$ cat src/rtl/oll_pkg.sv
// ----------------------------------------------------------------------------
// oll_pkg
// Shared constants and types of the ordered list engine.
// ----------------------------------------------------------------------------
`default_nettype none

package oll_pkg;

  localparam int CAPACITY = 16;
  localparam int DATA_W   = 32;
  localparam int CMD_W    = 3;
  localparam int STATUS_W = 2;
  localparam int COUNT_W  = 5;
  localparam int OCC_W    = $clog2(CAPACITY + 1);

  // Command codes.
  localparam logic [CMD_W-1:0] CMD_INS_FRONT = 3'd0;
  localparam logic [CMD_W-1:0] CMD_INS_BACK  = 3'd1;
  localparam logic [CMD_W-1:0] CMD_REMOVE    = 3'd2;
  localparam logic [CMD_W-1:0] CMD_CLEAR     = 3'd3;
  localparam logic [CMD_W-1:0] CMD_DUMP      = 3'd4;

  // Status codes.
  localparam logic [STATUS_W-1:0] ST_OK       = 2'd0;
  localparam logic [STATUS_W-1:0] ST_EMPTY    = 2'd1;
  localparam logic [STATUS_W-1:0] ST_NOTFOUND = 2'd2;
  localparam logic [STATUS_W-1:0] ST_FULL     = 2'd3;

  // Cell operation codes.
  localparam int CELL_OP_W = 3;
  localparam logic [CELL_OP_W-1:0] CELL_HOLD    = 3'd0;
  localparam logic [CELL_OP_W-1:0] CELL_SHIFT_R = 3'd1;
  localparam logic [CELL_OP_W-1:0] CELL_LOAD    = 3'd2;
  localparam logic [CELL_OP_W-1:0] CELL_REMOVE  = 3'd3;
  localparam logic [CELL_OP_W-1:0] CELL_ROTATE  = 3'd4;

  // Control broadcast from the sequencer to every cell.
  typedef struct packed {
    logic [CELL_OP_W-1:0]     op;
    logic signed [DATA_W-1:0] value;
    logic signed [DATA_W-1:0] head;
  } cell_ctrl_t;

endpackage

`default_nettype wire

$ cat src/rtl/oll_cell.sv
// ----------------------------------------------------------------------------
// oll_cell
// One list slot: holds an entry, compares it and hands it to a neighbor.
// ----------------------------------------------------------------------------
`default_nettype none

module oll_cell (
  input  wire                                 clk,
  input  wire oll_pkg::cell_ctrl_t            ctrl,
  input  wire                                 at_occ,
  input  wire                                 at_tail,
  input  wire                                 below,
  input  wire logic signed [oll_pkg::DATA_W-1:0] left_data,
  input  wire logic signed [oll_pkg::DATA_W-1:0] right_data,
  input  wire                                 found_in,
  output logic signed [oll_pkg::DATA_W-1:0]   data,
  output logic                                found_out
);

  logic signed [oll_pkg::DATA_W-1:0] data_next;

  // The search carry: set from the first live cell that matches onward.
  assign found_out = found_in | (below & (data == ctrl.value));

  always_comb begin
    data_next = data;
    case (ctrl.op)
      oll_pkg::CELL_SHIFT_R: data_next = left_data;
      oll_pkg::CELL_LOAD: begin
        if (at_occ) data_next = ctrl.value;
      end
      oll_pkg::CELL_REMOVE: begin
        if (found_out) data_next = right_data;
      end
      oll_pkg::CELL_ROTATE: begin
        data_next = at_tail ? ctrl.head : right_data;
      end
      default: data_next = data;
    endcase
  end

  always_ff @(posedge clk) begin
    data <= data_next;
  end

endmodule

`default_nettype wire

$ cat src/rtl/ordered_list_engine.sv
// ----------------------------------------------------------------------------
// ordered_list_engine
// Ordered list of signed 32-bit values held in a chain of compare/shift cells.
// ----------------------------------------------------------------------------
// The engine keeps up to CAPACITY entries in a row of cells, front of the list
// in cell 0. Insert front, insert back, remove and clear each complete at once:
// every cell compares and shifts in parallel, and a new command is taken in
// the next cycle as long as the result register is free or being drained.
// Each of these commands returns one status transfer with last set. During a
// dump of n entries the chain rotates one place per cycle while the result
// register is free, the head cell feeds the result register and wraps to
// the tail, so after n steps the list is back in its original order. No
// command is taken while a dump streams. A dump of an empty list returns one
// status transfer. Entries beyond the current count are never read, so the
// cells carry no reset.
// ----------------------------------------------------------------------------
`default_nettype none

module ordered_list_engine (
  input  wire                                     clk,
  input  wire                                     rst,
  input  wire                                     cmd_valid,
  output logic                                    cmd_ready,
  input  wire logic [oll_pkg::CMD_W-1:0]          cmd,
  input  wire logic signed [oll_pkg::DATA_W-1:0]  value,
  output logic                                    res_valid,
  input  wire                                     res_ready,
  output logic [oll_pkg::STATUS_W-1:0]            status,
  output logic [oll_pkg::COUNT_W-1:0]             count,
  output logic signed [oll_pkg::DATA_W-1:0]       element,
  output logic                                    last
);

  localparam int N = oll_pkg::CAPACITY;
  localparam int W = oll_pkg::OCC_W;

  // Control state.
  logic [W-1:0] occ, occ_next;
  logic         dumping, dumping_next;
  logic [W-1:0] remaining, remaining_next;
  logic         res_valid_next;

  // Result register payload.
  logic [oll_pkg::STATUS_W-1:0]      status_next;
  logic [oll_pkg::COUNT_W-1:0]       count_next;
  logic signed [oll_pkg::DATA_W-1:0] element_next;
  logic                              last_next;
  logic                              load_res;

  oll_pkg::cell_ctrl_t ctrl;
  logic [oll_pkg::CELL_OP_W-1:0] cell_op;

  logic signed [oll_pkg::DATA_W-1:0] cell_data [N];
  logic [N:0]                        found_chain;
  logic                              found;

  logic res_free;
  logic accept;

  assign res_free  = !res_valid || res_ready;
  assign cmd_ready = !dumping && res_free;
  assign accept    = cmd_valid && cmd_ready;

  assign found_chain[0] = 1'b0;
  assign found          = found_chain[N];

  assign ctrl.op    = cell_op;
  assign ctrl.value = value;
  assign ctrl.head  = cell_data[0];

  // The row of cells. Cell 0 takes the input value on a front insert, and the
  // last cell sees itself as its right neighbor.
  for (genvar i = 0; i < N; i++) begin : g_cell
    logic signed [oll_pkg::DATA_W-1:0] left_d;
    logic signed [oll_pkg::DATA_W-1:0] right_d;

    if (i == 0) begin : g_first
      assign left_d = value;
    end else begin : g_mid_l
      assign left_d = cell_data[i-1];
    end

    if (i == N - 1) begin : g_end
      assign right_d = cell_data[i];
    end else begin : g_mid_r
      assign right_d = cell_data[i+1];
    end

    oll_cell u_cell (
      .clk        (clk),
      .ctrl       (ctrl),
      .at_occ     (occ == W'(i)),
      .at_tail    (occ == W'(i + 1)),
      .below      (W'(i) < occ),
      .left_data  (left_d),
      .right_data (right_d),
      .found_in   (found_chain[i]),
      .data       (cell_data[i]),
      .found_out  (found_chain[i+1])
    );
  end

  // Command sequencing.
  always_comb begin
    cell_op        = oll_pkg::CELL_HOLD;
    occ_next       = occ;
    dumping_next   = dumping;
    remaining_next = remaining;
    load_res       = 1'b0;
    status_next    = oll_pkg::ST_OK;
    element_next   = '0;
    last_next      = 1'b1;

    if (accept) begin
      load_res = 1'b1;
      case (cmd)
        oll_pkg::CMD_INS_FRONT: begin
          if (occ >= W'(N)) begin
            status_next = oll_pkg::ST_FULL;
          end else begin
            cell_op  = oll_pkg::CELL_SHIFT_R;
            occ_next = occ + W'(1);
          end
        end
        oll_pkg::CMD_INS_BACK: begin
          if (occ >= W'(N)) begin
            status_next = oll_pkg::ST_FULL;
          end else begin
            cell_op  = oll_pkg::CELL_LOAD;
            occ_next = occ + W'(1);
          end
        end
        oll_pkg::CMD_REMOVE: begin
          if (occ == '0) begin
            status_next = oll_pkg::ST_EMPTY;
          end else if (!found) begin
            status_next = oll_pkg::ST_NOTFOUND;
          end else begin
            cell_op  = oll_pkg::CELL_REMOVE;
            occ_next = occ - W'(1);
          end
        end
        oll_pkg::CMD_CLEAR: begin
          if (occ == '0) begin
            status_next = oll_pkg::ST_EMPTY;
          end else begin
            occ_next = '0;
          end
        end
        oll_pkg::CMD_DUMP: begin
          if (occ == '0) begin
            status_next = oll_pkg::ST_EMPTY;
          end else begin
            // Entries go out in the following cycles.
            load_res       = 1'b0;
            dumping_next   = 1'b1;
            remaining_next = occ;
          end
        end
        default: status_next = oll_pkg::ST_OK;
      endcase
    end else if (dumping && res_free) begin
      // Send the head entry and rotate it round to the tail.
      load_res       = 1'b1;
      cell_op        = oll_pkg::CELL_ROTATE;
      element_next   = cell_data[0];
      last_next      = (remaining == W'(1));
      remaining_next = remaining - W'(1);
      if (remaining == W'(1)) dumping_next = 1'b0;
    end

    count_next = oll_pkg::COUNT_W'(occ_next);

    if (load_res) begin
      res_valid_next = 1'b1;
    end else if (res_ready) begin
      res_valid_next = 1'b0;
    end else begin
      res_valid_next = res_valid;
    end
  end

  always_ff @(posedge clk) begin
    if (rst) begin
      occ       <= '0;
      dumping   <= 1'b0;
      remaining <= '0;
      res_valid <= 1'b0;
    end else begin
      occ       <= occ_next;
      dumping   <= dumping_next;
      remaining <= remaining_next;
      res_valid <= res_valid_next;
    end
  end

  always_ff @(posedge clk) begin
    if (load_res) begin
      status  <= status_next;
      count   <= count_next;
      element <= element_next;
      last    <= last_next;
    end
  end

endmodule

`default_nettype wire
$ cat config.mk
export PLATFORM = sky130hd
export DESIGN_NAME = ordered_list_engine
export DESIGN_NICKNAME = d
export VERILOG_FILES = /design/src/rtl/oll_pkg.sv /design/src/rtl/oll_cell.sv /design/src/rtl/ordered_list_engine.sv
export SDC_FILE = /design/constraint.sdc
export NUM_CORES = 2
export LEC_CHECK = 0
export BUFFER_PORTS_ARGS = -buffer_cell sky130_fd_sc_hd__clkbuf_2
export CAP_MARGIN = 20
export CORE_MARGIN = 3
export CORE_UTILIZATION = 31
export DETAILED_ROUTE_END_ITERATION = 6
export SLEW_MARGIN = 25
export SYNTH_ARGS = -nofsm -noshare
export SYNTH_HDL_FRONTEND = slang
export SYNTH_HIERARCHICAL = 1
export SYNTH_SLANG_ARGS = --single-unit
$ cat constraint.sdc
create_clock -name clk -period 33.1 [get_ports clk]
set_input_delay 0 -clock clk [delete_from_list [all_inputs] [get_ports clk]]
set_output_delay 0 -clock clk [all_outputs]
set_load 0.02 [all_outputs]
-- Word-level counts from Yosys, hierarchy flattened
Index checks and enable logic that the tools add are counted.
- bits in registers: 564
- output and inout bits: 42
- input bits: 39
- add/subtract/negate cells: 3
- multiplexer cells: 96
- magnitude comparators: 17
- reductions and logical operators: 34
- equal/unequal tests: 76
- bitwise logic cells: 32
- operators with widths (kind ; number):
    $pmux W32 S4 ; 15
    $mux W32 ; 47
    $eq A32 B32 Y1 ; 16
    $pmux W32 S3 ; 1
    $ne A2 B1 Y1 const B ; 33
    $reduce_and A3 Y1 ; 16
    $mux W5 ; 9
    $eq A5 B4 Y1 const B ; 8
    $lt A4 B5 Y1 const A ; 8
    $eq A5 B3 Y1 const B ; 4
    $lt A3 B5 Y1 const A ; 4
    $and A1 B1 Y1 ; 16
    $or A1 B1 Y1 ; 15
    $pmux W5 S3 ; 1
    $mux W1 ; 13
    $eq A3 B2 Y1 const B ; 4
    $mux W2 ; 6
    $pmux W2 S3 ; 2
    $eq A5 B1 Y1 const B ; 2
    $eq A5 B2 Y1 const B ; 2
    $lt A1 B5 Y1 const A ; 2
    $lt A2 B5 Y1 const A ; 2
    $sub A5 B1 Y5 const B ; 2
    $reduce_and A4 Y1 ; 2
    17 further kinds ; 28

-- Longest topological paths before layout
- depth after elaboration: 24
- mapped depth: 32
- mapped depth without buffers: 29

-- Modules after synthesis
Netlist, hierarchy kept.
- by module, submodules not included (module ; times used ; area each (µm²) ; cells an instance):
    oll_cell ; 16 ; 2232.1 ; 204
    ordered_list_engine ; 1 ; 2752.6 ; 273

-- Worst setup path before layout
No wires, ideal clock.
- kind: reg-to-reg
- from: register occ[1]
- to: register g_cell[0].u_cell/data[11] (netlist bit) (data pin)
- data required time: 32.839 ns
- setup slack: 21.200 ns
- clock period less this slack: 11.900 ns
- path buffers: 3
- arrival: 11.639 ns
- cell stages (with the launch flop): 31
- cells stage by stage: dfxtp_1 -> clkbuf_1 -> inv_1 -> ha_1 -> and2_1 -> nor2b_1 -> nand3_1 -> nor4_1 -> a31o_2 -> a31o_2 -> a31o_2 -> a31o_2 -> a31o_2 -> a31o_2 -> a31o_2 -> a31o_2 -> a31o_2 -> a31o_2 -> a31o_2 -> a31o_2 -> a31o_2 -> a31o_2 -> a31o_2 -> clkbuf_1 -> nand3_1 -> a221oi_1 -> nor2b_2 -> a21oi_2 -> buf_2 -> a22o_1 -> a221o_1
- longest elaborated chain between the ends: 23
- RTL lines (item ; line ; RTL):
    start: declaration ; ordered_list_engine.sv:38 ; logic [W-1:0] occ, occ_next;
    start signal: assignment ; ordered_list_engine.sv:190 ; occ <= occ_next;
    $lt A1 B5 Y1 ; ordered_list_engine.sv:94 ; .below (W'(i) < occ),
    $and A1 B1 Y1 ; oll_cell.sv:23 ; assign found_out = found_in | (below & (data == ctrl.value));
    $or A1 B1 Y1 * ; oll_cell.sv:23 ;
    via found_chain[2] ; ordered_list_engine.sv:54 ; logic [N:0] found_chain;
    $or A1 B1 Y1 * ; oll_cell.sv:23 ;
    via found_chain[3] ; ordered_list_engine.sv:54 ;
    $or A1 B1 Y1 * ; oll_cell.sv:23 ;
    via found_chain[4] ; ordered_list_engine.sv:54 ;
    [1 not listed] ; - ;
    via found_chain[5] ; ordered_list_engine.sv:54 ;
    [1 not listed] ; - ;
    via found_chain[6] ; ordered_list_engine.sv:54 ;
    [1 not listed] ; - ;
    via found_chain[7] ; ordered_list_engine.sv:54 ;
    [1 not listed] ; - ;
    via found_chain[8] ; ordered_list_engine.sv:54 ;
    [1 not listed] ; - ;
    via found_chain[9] ; ordered_list_engine.sv:54 ;
    [1 not listed] ; - ;
    via found_chain[10] ; ordered_list_engine.sv:54 ;
    [1 not listed] ; - ;
    via found_chain[11] ; ordered_list_engine.sv:54 ;
    [1 not listed] ; - ;
    via found_chain[12] ; ordered_list_engine.sv:54 ;
    [1 not listed] ; - ;
    via found_chain[13] ; ordered_list_engine.sv:54 ;
    [1 not listed] ; - ;
    via found_chain[14] ; ordered_list_engine.sv:54 ;
    [1 not listed] ; - ;
    via found_chain[15] ; ordered_list_engine.sv:54 ;
    [1 not listed] ; - ;
    via found ; ordered_list_engine.sv:55 ; logic found;
    $mux W2 * ; ordered_list_engine.sv:136 ; end else if (!found) begin
    $mux W2 * ; ordered_list_engine.sv:134 ; if (occ == '0) begin
    $pmux W2 S3 * ; ordered_list_engine.sv:116 ; case (cmd)
    $mux W3 * ; ordered_list_engine.sv:114 ; if (accept) begin
    via cell_op, one bit ; ordered_list_engine.sv:51 ; logic [oll_pkg::CELL_OP_W-1:0] cell_op;
    $eq A3 B3 Y1, or another cell as far along ; oll_cell.sv:27 ; case (ctrl.op)
    $pmux W32 S4 * ; oll_cell.sv:27 ;
    via g_cell[0].u_cell.data_next, one bit ; oll_cell.sv:20 ; logic signed [oll_pkg::DATA_W-1:0] data_next;
    end signal: assignment ; oll_cell.sv:43 ; data <= data_next;
    end: declaration ; oll_cell.sv:16 ; output logic signed [oll_pkg::DATA_W-1:0] data,
The timed path passes the listed nets; every way through them passes the cells marked *.
A chain may end at the register's enable or synchronous reset.

-- Final worst setup path
- from: register occ[4]
- to: register g_cell[13].u_cell/data[21] (netlist bit) (data pin)
- longest elaborated chain between the ends: 23
- RTL lines (item ; line):
    $lt A1 B5 Y1 ; ordered_list_engine.sv:94
    $and A1 B1 Y1 ; oll_cell.sv:23
    $or A1 B1 Y1 * ; oll_cell.sv:23
    via found_chain[2] ; ordered_list_engine.sv:54
    $or A1 B1 Y1 * ; oll_cell.sv:23
    via found_chain[3] ; ordered_list_engine.sv:54
    $or A1 B1 Y1 * ; oll_cell.sv:23
    via found_chain[4] ; ordered_list_engine.sv:54
    [1 not listed] ; -
    via found_chain[5] ; ordered_list_engine.sv:54
    [1 not listed] ; -
    via found_chain[6] ; ordered_list_engine.sv:54
    [1 not listed] ; -
    via found_chain[7] ; ordered_list_engine.sv:54
    [1 not listed] ; -
    via found_chain[8] ; ordered_list_engine.sv:54
    [1 not listed] ; -
    via found_chain[9] ; ordered_list_engine.sv:54
    [1 not listed] ; -
    via found_chain[10] ; ordered_list_engine.sv:54
    [1 not listed] ; -
    via found_chain[11] ; ordered_list_engine.sv:54
    [1 not listed] ; -
    via found_chain[12] ; ordered_list_engine.sv:54
    [1 not listed] ; -
    via found_chain[13] ; ordered_list_engine.sv:54
    [1 not listed] ; -
    via found_chain[14] ; ordered_list_engine.sv:54
    [1 not listed] ; -
    via found_chain[15] ; ordered_list_engine.sv:54
    [1 not listed] ; -
    via found ; ordered_list_engine.sv:55
    $mux W2 * ; ordered_list_engine.sv:136
    $mux W2 * ; ordered_list_engine.sv:134
    $pmux W2 S3 * ; ordered_list_engine.sv:116
    $mux W3 * ; ordered_list_engine.sv:114
    via cell_op, one bit ; ordered_list_engine.sv:51
    $eq A3 B3 Y1, or another cell as far along ; oll_cell.sv:27
    $pmux W32 S4 * ; oll_cell.sv:27
    via g_cell[13].u_cell.data_next, one bit ; oll_cell.sv:20
    end signal: assignment ; oll_cell.sv:43
    end: declaration ; oll_cell.sv:16
Marked as above.

==> flow_metrics.tcl <==
set metrics [dict create \
    layout.area.seq_um2 16800 \
    pin_count 81 \
    peakVddDrop_mv 0.0336 \
    cts_root_buf "clkbuf_16" \
    timing.critical_path.slowest_stage_cell "and3_1" \
    min-delay-start "cmd[0]" \
    rsz0062_at_grt "false" \
    number_of_antenna_violations_at_the_first_check_in_global_routing 1 \
    drv_slew 0 \
    async_flop_share_pct 0 \
    crit_path_start "occ[4]$_SDFF_PP0_" \
    ys_top_cells_by_area "edfxtp_1 43%, xnor2_1 10%, a221o_1 7.5%, a22o_1 6.6%, mux2i_1 4.2%" \
    clock.fmax_ghz 0.110 \
    postSynthRegisterBits 564 \
    core_um2 123000 \
    switching_share_pct 26.8 \
    grt_pass1_wl_um 182000 \
    number_of_standard_cell_rows_in_the_floorplan 128 \
    cts_buffers 68 \
    totalNegativeSetupSlack_ps 0 \
    netlist.area_leader.share_pct 43.1 \
    synth_edf_count 552 \
    whs_endpoint "status[1]$_SDFFCE_PN0P_" \
    fillerInstances 12276 \
    drt-vias-per-instance 6.05 \
    tightestPinTransition_ps 1070 \
    startpoint_types "flop" \
    h-tree-depth 3 \
    final-hold-violation-count 0 \
    average_instance_area_after_synthesis_um2 10.9 \
    antenna-diode-count 0 \
    worst-endpoint-arrival_ps 9540 \
    initial_core_util_pct 31.4 \
    yosys_warnings 6 \
    drv_cap 0 \
    final_gp_congestion 0.837 \
    multi_input_area_um2 20200 \
    netlist-cell-type-count 64 \
    grtUsageTotal_pct 17.9 \
    worst_path_most_repeated_cell "a31o_2" \
    cp_max_fo 64 \
    kind_of_end_point_of_the_critical_path "flop" \
    reg2reg_setup_slack_ps 24030 \
    detailed_place_hpwl_um 88300 \
    yosys_most_used_dff "edfxtp_1" \
    setup_viol_count_final 0 \
    combinationalPowerShare_pct 11.9 \
    violations "design-rule violations" \
    synth_area_leader_cell "edfxtp_1" \
    first_global_vias 28800 \
    area_growth_from_synthesis_to_layout_pct 10.1 \
    cts_num_sinks 564 \
    clkLatencyLatePin_ps 640 \
    die-area_um2 128000 \
    cts_tree "yes" \
    p_int_uw 1310 \
    synth_seq_area_share_pct 43.7 \
    drt-wirelength-per-cell_um 23.1 \
    timing.final.crit_share_pct 27.4 \
    power_switching_uw 480 \
    buffers_added_on_ports 80 \
    die_width_um 358 \
    drt-total-wl_um 120000 \
    vias 31392 \
    cellLeakagePower_uw 0.0132 \
    detailedRoute.firstPassIterationCount 7 \
    post-route-cell-area_um2 42300 \
    detail_route.iter0.violations 4956 \
    outcome "finished, violations left" \
    reg2reg_to "g_cell[13].u_cell/data[21]$_DFFE_PP_" \
    synth_fp_nets 3583 \
    power.clock.fraction_pct 40.9 \
    drc_errors 14 \
    power_density_nw_per_um2 42.3 \
    critPathKind "reg -> reg" \
    clock-skew-final_ps 37.0 \
    cts.path.max_buffers 3 \
    layout_min_cycle_time_ps 9070 \
    clk_transition_reported_paths_ps 60 \
    cp_data_required_time_ps 33570 \
    netlist_area_um2 38500 \
    worst-r2r-cell-count 30 \
    antenna_violating_nets_post_route 0 \
    min-delay-path-class "in -> reg" \
    layout-drive-gt1-share_pct 10.2 \
    power.share.sequential_pct 47.2 \
    height_of_the_die_um 358 \
    grt_max_degree 133 \
    crit_path_max_incr_delay_ps 910 \
    whs_path_depth 4 \
    globalRouteOverflowTotal 0 \
    syn-instance-count 3537 \
    post_dp_cell_area_um2 40100 \
    critical_path.reg2reg.startpoint "occ[4]$_SDFF_PP0_" \
    layout.nets 3565 \
    max-slew-margin-rel_pct 29.0 \
]
-- registers in the layout, summed over array words and instances, names as in the netlist --
signal	flops
count	5
dumping	1
element	32
g_cell.u_cell/data	512
last	1
occ	5
remaining	5
res_valid	1
status	2
-- worst max-delay path by stage --
stage,cells after the start,end
floorplan,30,g_cell[0].u_cell/data[11]$_DFFE_PP_
global placement,30,g_cell[14].u_cell/data[24]$_DFFE_PP_
detailed placement,31,g_cell[1].u_cell/data[21]$_DFFE_PP_
CTS,31,g_cell[1].u_cell/data[6]$_DFFE_PP_
global route,30,g_cell[10].u_cell/data[10]$_DFFE_PP_
finish,30,g_cell[13].u_cell/data[21]$_DFFE_PP_
-- layer usage --
layer | routed length, um | global-route usage (%) | share of wire, % | vias to the layer above
li1 | - | - | - | 14289
met1 | 54700 | 27.2 | 46 | 15457
met2 | 52000 | 26.8 | 43 | 1522
met3 | 10900 | 2.40 | 9.1 | 124
met4 | 2050 | 3.81 | 1.7 | 0
met5 | 0 | 0 | 0 | -
-- layout by cell type, fill, tap and decap left out, types with 47 or more instances in the layout --
cell type	netlist	routed
o211ai_1	84	84
mux2i_1	160	160
nor2_1	164	164
a21oi_1	151	151
nand2_1	243	243
nand2b_1	57	57
clkbuf_2	0	80
a22o_1	290	290
xor2_1	49	49
clkbuf_16	0	68
buf_4	16	85
a221o_1	289	289
edfxtp_1	552	552
and3_1	49	47
nand4_1	113	113
xnor2_1	450	450
o21ai_0	185	184
a222oi_1	144	144
-- power by group through the flow --
stage,clock network [uW],registers [uW],logic (uW)
after floorplan,0,847,141
after global placement,0,858,206
after detailed placement,0,859,209
after CTS,745,844,211
after global routing,774,847,233
final,732,845,214
-- cell usage after synthesis (84+ instances only) --
cell type  count
nand2_1      243
o21ai_0      185
nor2_1       164
a221o_1      289
nand4_1      113
buf_2         98
o211ai_1      84
a21oi_1      151
a222oi_1     144
edfxtp_1     552
clkbuf_1      99
a22o_1       290
xnor2_1      450
mux2i_1      160
-- cell families (layout without fill, tap and decap cells) --
kind of cell / count (synthesis) / in the layout / synth area share, %
multiplexers: 160 / 160 / 4.16
XOR/XNOR: 499 / 499 / 11.4
other: 1 / 1 / 0.00975
AND/OR/NAND/NOR: 779 / 779 / 10.1
flip-flops: 564 / 564 / 43.7
adder cells (fa/ha/maj): 7 / 7 / 0.228
AO/OA/AOI/OAI: 1252 / 1252 / 26.3
buffers and inverters: 275 / 304 / 4.11
-- layout make-up --
cell class,count,share of cell area [%]
Multi-Input combinational cell,2698,47.7
Sequential cell,564,39.7
Tap cell,1625,4.80
Clock buffer,85,4.19
Timing Repair Buffer,174,2.68
Clock inverter,32,0.768
Inverter,13,0.133
-- worst max-delay path: cells and delay by family (launching register included) --
family	cells	cell delay (ps)
flops	1	530
compound gates	18	4190
simple gates	9	3000
buf+inv	3	1110
-- what timing repair did --
item                       CTS  global route
setup endpoints to repair    0             0
hold buffers                 8             0
setup buffers                0             0
hold endpoints to repair    17             0
resized for setup            0             0
-- per-stage QoR --
| step | total power (uW) | hold WS (ps) | util, % | std cells | setup WS, ps |
|---|---|---|---|---|---|
| finish | 1790 | 38.6 | 34.6 | 5191 | 24030 |
| global route | 1850 | 39.5 | 34.6 | 5191 | 23480 |
| CTS | 1800 | 5.22 | 34.5 | 5190 | 24100 |
| detailed placement | 1070 | 275 | 32.7 | 5065 | 24100 |
| global placement | 1060 | 273 | 32.7 | 5065 | 24190 |
| floorplan | 988 | 140 | - | 3537 | 21200 |
Power figures use the tool's default switching activity.
